==> src/rtl/cpt_pkg.sv <==
// Shared types, constants and codes of the Clarke/Park transform unit.
// Used by every module of the block and by its assertion checker.
package cpt_pkg;

    localparam int DATA_WIDTH         = 16;
    localparam int ANGLE_WIDTH        = 16;
    localparam int PP_WIDTH           = 7;
    localparam int SINE_WIDTH         = 15;
    localparam int SINE_DEPTH_DEFAULT = 1024;
    localparam int CFG_DATA_WIDTH     = 16;
    localparam int CFG_INDEX_WIDTH    = 2;
    localparam int FRAC_BITS          = 15;
    localparam int ROUND_HALF         = 1 << (FRAC_BITS - 1);
    localparam int INV_SQRT3_Q15      = 18919;
    localparam int ROT_STAGES         = 6;
    localparam int PIPE_STAGES        = PP_WIDTH + ROT_STAGES;

    localparam logic signed [DATA_WIDTH-1:0] DATA_MAX = {1'b0, {(DATA_WIDTH - 1){1'b1}}};
    localparam logic signed [DATA_WIDTH-1:0] DATA_MIN = {1'b1, {(DATA_WIDTH - 1){1'b0}}};

    // Operation codes; the unused code behaves as Clarke only.
    localparam logic [1:0] FUNC_CLARKE_PARK = 2'd0;
    localparam logic [1:0] FUNC_INV_PARK    = 2'd1;
    localparam logic [1:0] FUNC_CLARKE_ONLY = 2'd2;
    localparam logic [1:0] FUNC_SPARE       = 2'd3;

    // Configuration register indexes; any other index is ignored.
    localparam logic [CFG_INDEX_WIDTH-1:0] CFG_PAIR_COUNT   = 2'd0;
    localparam logic [CFG_INDEX_WIDTH-1:0] CFG_ANGLE_OFFSET = 2'd1;

    typedef struct packed {
        logic [1:0]                   func;
        logic signed [DATA_WIDTH-1:0] a_in;
        logic signed [DATA_WIDTH-1:0] b_in;
        logic [ANGLE_WIDTH-1:0]       mech_angle;
    } in_word_t;

    typedef struct packed {
        logic signed [DATA_WIDTH-1:0] x_out;
        logic signed [DATA_WIDTH-1:0] y_out;
        logic [ANGLE_WIDTH-1:0]       elec_angle;
        logic                         saturated;
    } res_word_t;

    // Word handed from one angle cell to the next.
    typedef struct packed {
        logic [1:0]                   func;
        logic signed [DATA_WIDTH-1:0] a;
        logic signed [DATA_WIDTH-1:0] b;
        logic [ANGLE_WIDTH-1:0]       mult;
        logic [PP_WIDTH-1:0]          pp;
        logic [ANGLE_WIDTH-1:0]       acc;
    } cell_word_t;

endpackage

==> src/rtl/cpt_angle_cell.sv <==
// One shift-and-add cell of the electrical angle multiplier chain.
// Depends on cpt_pkg for the cell word type.
module cpt_angle_cell
    import cpt_pkg::*;
(
    input  logic       clk,
    input  logic       rst_n,
    input  logic       up_valid,
    input  cell_word_t up_word,
    output logic       up_ready,
    output logic       down_valid,
    output cell_word_t down_word,
    input  logic       down_ready
);

    logic       valid_reg;
    cell_word_t word_reg;
    cell_word_t word_next;

    assign up_ready = !valid_reg || down_ready;

    // Add the multiplicand when the low pole pair bit is set, then move to the next bit.
    always_comb
    begin
        word_next      = up_word;
        word_next.acc  = up_word.acc + (up_word.pp[0] ? up_word.mult : '0);
        word_next.mult = up_word.mult << 1;
        word_next.pp   = up_word.pp >> 1;
    end

    always_ff @(posedge clk or negedge rst_n)
    begin
        if (!rst_n)
        begin
            valid_reg <= 1'b0;
        end
        else if (up_ready)
        begin
            valid_reg <= up_valid;
        end
    end

    always_ff @(posedge clk)
    begin
        if (up_ready && up_valid)
        begin
            word_reg <= word_next;
        end
    end

    assign down_valid = valid_reg;
    assign down_word  = word_reg;

endmodule

==> config.mk <==
export PLATFORM = sky130hd
export DESIGN_NAME = cpt_angle_cell
export DESIGN_NICKNAME = d
export VERILOG_FILES = /design/src/rtl/cpt_pkg.sv /design/src/rtl/cpt_angle_cell.sv
export SDC_FILE = /design/constraint.sdc
export NUM_CORES = 1
export LEC_CHECK = 0
export BUFFER_PORTS_ARGS = -buffer_cell sky130_fd_sc_hd__clkbuf_2
export CAP_MARGIN = 20
export CORE_AREA = 10 10 90 92
export DETAILED_ROUTE_END_ITERATION = 7
export DIE_AREA = 0 0 100 102
export HOLD_SLACK_MARGIN = 0.12
export PLACE_DENSITY = 0.83
export SYNTH_ARGS = -nofsm -noshare
export SYNTH_HDL_FRONTEND = slang
export SYNTH_SLANG_ARGS = --single-unit
==> constraint.sdc <==
create_clock -name clk -period 6.79 [get_ports clk]
set_input_delay 1.0185 -clock clk [delete_from_list [all_inputs] [get_ports clk]]
set_output_delay 1.0185 -clock clk [all_outputs]
set_load 0.05 [all_outputs]
==> results.toml <==
[power_and_ir_drop]
swShare_pct = 30.17
p_leak_uw = 0.001821
clkPwrFrac_pct = 30.2
p_seq_share_pct = 48.4
p_switching_uw = 333.0
p_per_area_nw_per_um2 = 271.9
internal_power_uw = 770.8
power.total_uw = 1104
pwr-share-comb_pct = 21.4
vdd_drop_max_uv = 179.3

[sta]
slew_headroom_pct = 59.51
finClkSkew_ps = 7.598
rsz0062_at_grt = "false"
worst_slack_ps = 3868
slew_viol_final = 0
tightestPinTransition_ps = 607.4
fmax_mhz = 342.2
setup_viol = 0
final.period_utilization_pct = 43.04
tns_ps = 0
finalHoldViolCount = 0
min_period_ps = 2922

[cts]
cts_resized = 0
clock-sinks = 72
postCtsSetupBuffers = 0
cts_tree = "done"
clockBufferDepth = 2
cts-hold-fix-buffers = 0
htree_levels = 3
clk_pin_slew_worst_paths_ps = 80
numCtsBuffers = 9
clock_latency_ps = 330
root_buffer = "clkbuf_8"

[yosys]
synth_warnings = 0
yosysSeqAreaShare_pct = 71.24
synthDistinctLibCells = 39
syn_area_um2 = 3028
synth_flop_cell = "edfxtp_1"
synth_edf_count = 71
syn_inst = 190
syn_avg_cell_area_um2 = 15.94
async_flop_share_pct = 1.389
ys_ff_latch = 72

[run_status]
status = "completed"

[cells_and_area]
drive_above_1_share_pct = 49.01
fillers = 476
diodes = 0
area_growth_syn_to_layout_pct = 34.05
fin_nets = 441

[route]
finalWirelength_um = 8124
drt_iter0_drc = 92
drt_drc_violations_left = 0
route.antenna.remaining_nets = 0
wl_per_cell_um = 18.89
viasPerCell = 5.000
vias = 2150
dr.pass1.iters = 4

[placement]
post-place-ws_ps = 3524
port_buffers = 149
gp_congestion = 0.8323
dp_hpwl_um = 6564

[flow_run]
cap_violations = 0

[hold_path]
hold_class = "primary input to async pin"

[floorplan]
std_cell_rows = 29
die_h_um = 102
dieArea_um2 = 10200
dieWidth_um = 100
core-area_um2 = 6277
initial_core_util_pct = 48.24
io_pins = 152

[setup_path]
end_kind = "register"
critPathLaunchType = "primary input"
rrSetupSlack_ps = 4760
path_class = "primary input to register"
arrival_ps = 3010
critPathMaxFanout = 16
cp.required_ps = 6870

[global_routing]
grt.total_usage_pct = 15.39
overflow = 0
grt_pass1_vias = 2224
antenna_found_initial = 0
grt_pass1_wl_um = 11860
grt_max_degree = 50
worst paths after layout:
| check | startpoint | endpoint | depth (start not counted) |
|---|---|---|---|
| max in group asynchronous | rst_n | down_valid | 1 |
| max reg2reg | down_valid | down_word[70] | 3 |
| max | up_word[16] | down_word[10] | 9 |
| min in group clk | down_valid | down_valid | 2 |
| min reg2reg | down_valid | down_valid | 2 |
| min | rst_n | down_valid | 1 |
power groups by stage:
stage	clock, uW	sequential (uW)	combinational (uW)
2_1_floorplan	0	643	71.2
3_3_place_gp	0	542	232
3_5_place_dp	0	544	237
4_1_cts	342	534	238
5_1_grt	363	536	252
6_report	334	534	236
per-layer routing:
metal / wire [um] / part of all wire [%] / global-route usage, %
met5: 0 / 0 / 0
met4: 193 / 2.4 / 9.239
met3: 739 / 9.1 / 5.735
met2: 4074 / 50 / 26.08
met1: 3118 / 38 / 16.10
synth_stat cells, drive strengths merged, types with 3 or more instances:
cell,instances,area share [%]
and2,16,3.3
nand2,8,0.99
o21ai,9,1.6
xnor2,5,1.4
a21o,5,1.3
a211oi,3,0.91
and3,4,0.83
ha,15,6.2
a21oi,14,2.3
nand3,3,0.50
nor2,4,0.50
edfxtp,71,70
xor2,8,2.3
cell usage in the layout, fill, tap and decap left out, types with 5 or more instances in the layout:
cell      instances
clkbuf_2        149
and2_1           15
edfxtp_1         71
a21oi_1          14
o21ai_0           5
nand2_1           8
clkbuf_8         10
xor2_1            8
xnor2_1           5
ha_1             15
registers in the layout, summed over array words and instances, names as in the netlist:
name        flops
down_word      71
down_valid      1
kinds of logic (layout without fill, tap and decap cells):
logic type / count (synthesis) / in the layout / share of synthesized area, %
other cells: 1 / 2 / 0.1238
simple gates: 43 / 43 / 8.182
flops: 72 / 72 / 71.24
buf+inv: 5 / 167 / 0.8676
xor+xnor: 13 / 13 / 3.760
fa+ha+maj: 16 / 16 / 6.860
compound gates: 40 / 40 / 8.967
worst max-delay path, stage by stage:
cell	delay [ps]
clkbuf_2	210
and2_1	230
ha_1	230
fa_1	430
a21o_1	220
a31o_2	250
nand2_1	140
o21ai_0	120
xnor2_1	140
through the flow:
stage	utilization, %	cell area, um2	cells	hold slack, ps
finish	64.66	4059	430	445.1
global route	64.66	4059	430	419.6
CTS	64.66	4059	430	430.4
detailed placement	61.49	3860	414	567.1
global placement	61.49	3860	414	501.9
floorplan	-	3032	191	722.9
layout make-up:
cell class                 instances  area (um2)  area share [%]
sequential                        72        2157           53.14
multi-input combinational        114       849.6           20.93
timing repair buffer             150       753.2           18.56
clock buffer                      11       141.4           3.483
tap                               77       96.34           2.374
clock inverter                     5       57.56           1.418
inverter                           1       3.754         0.09248
(Power assumes the default switching activity.)
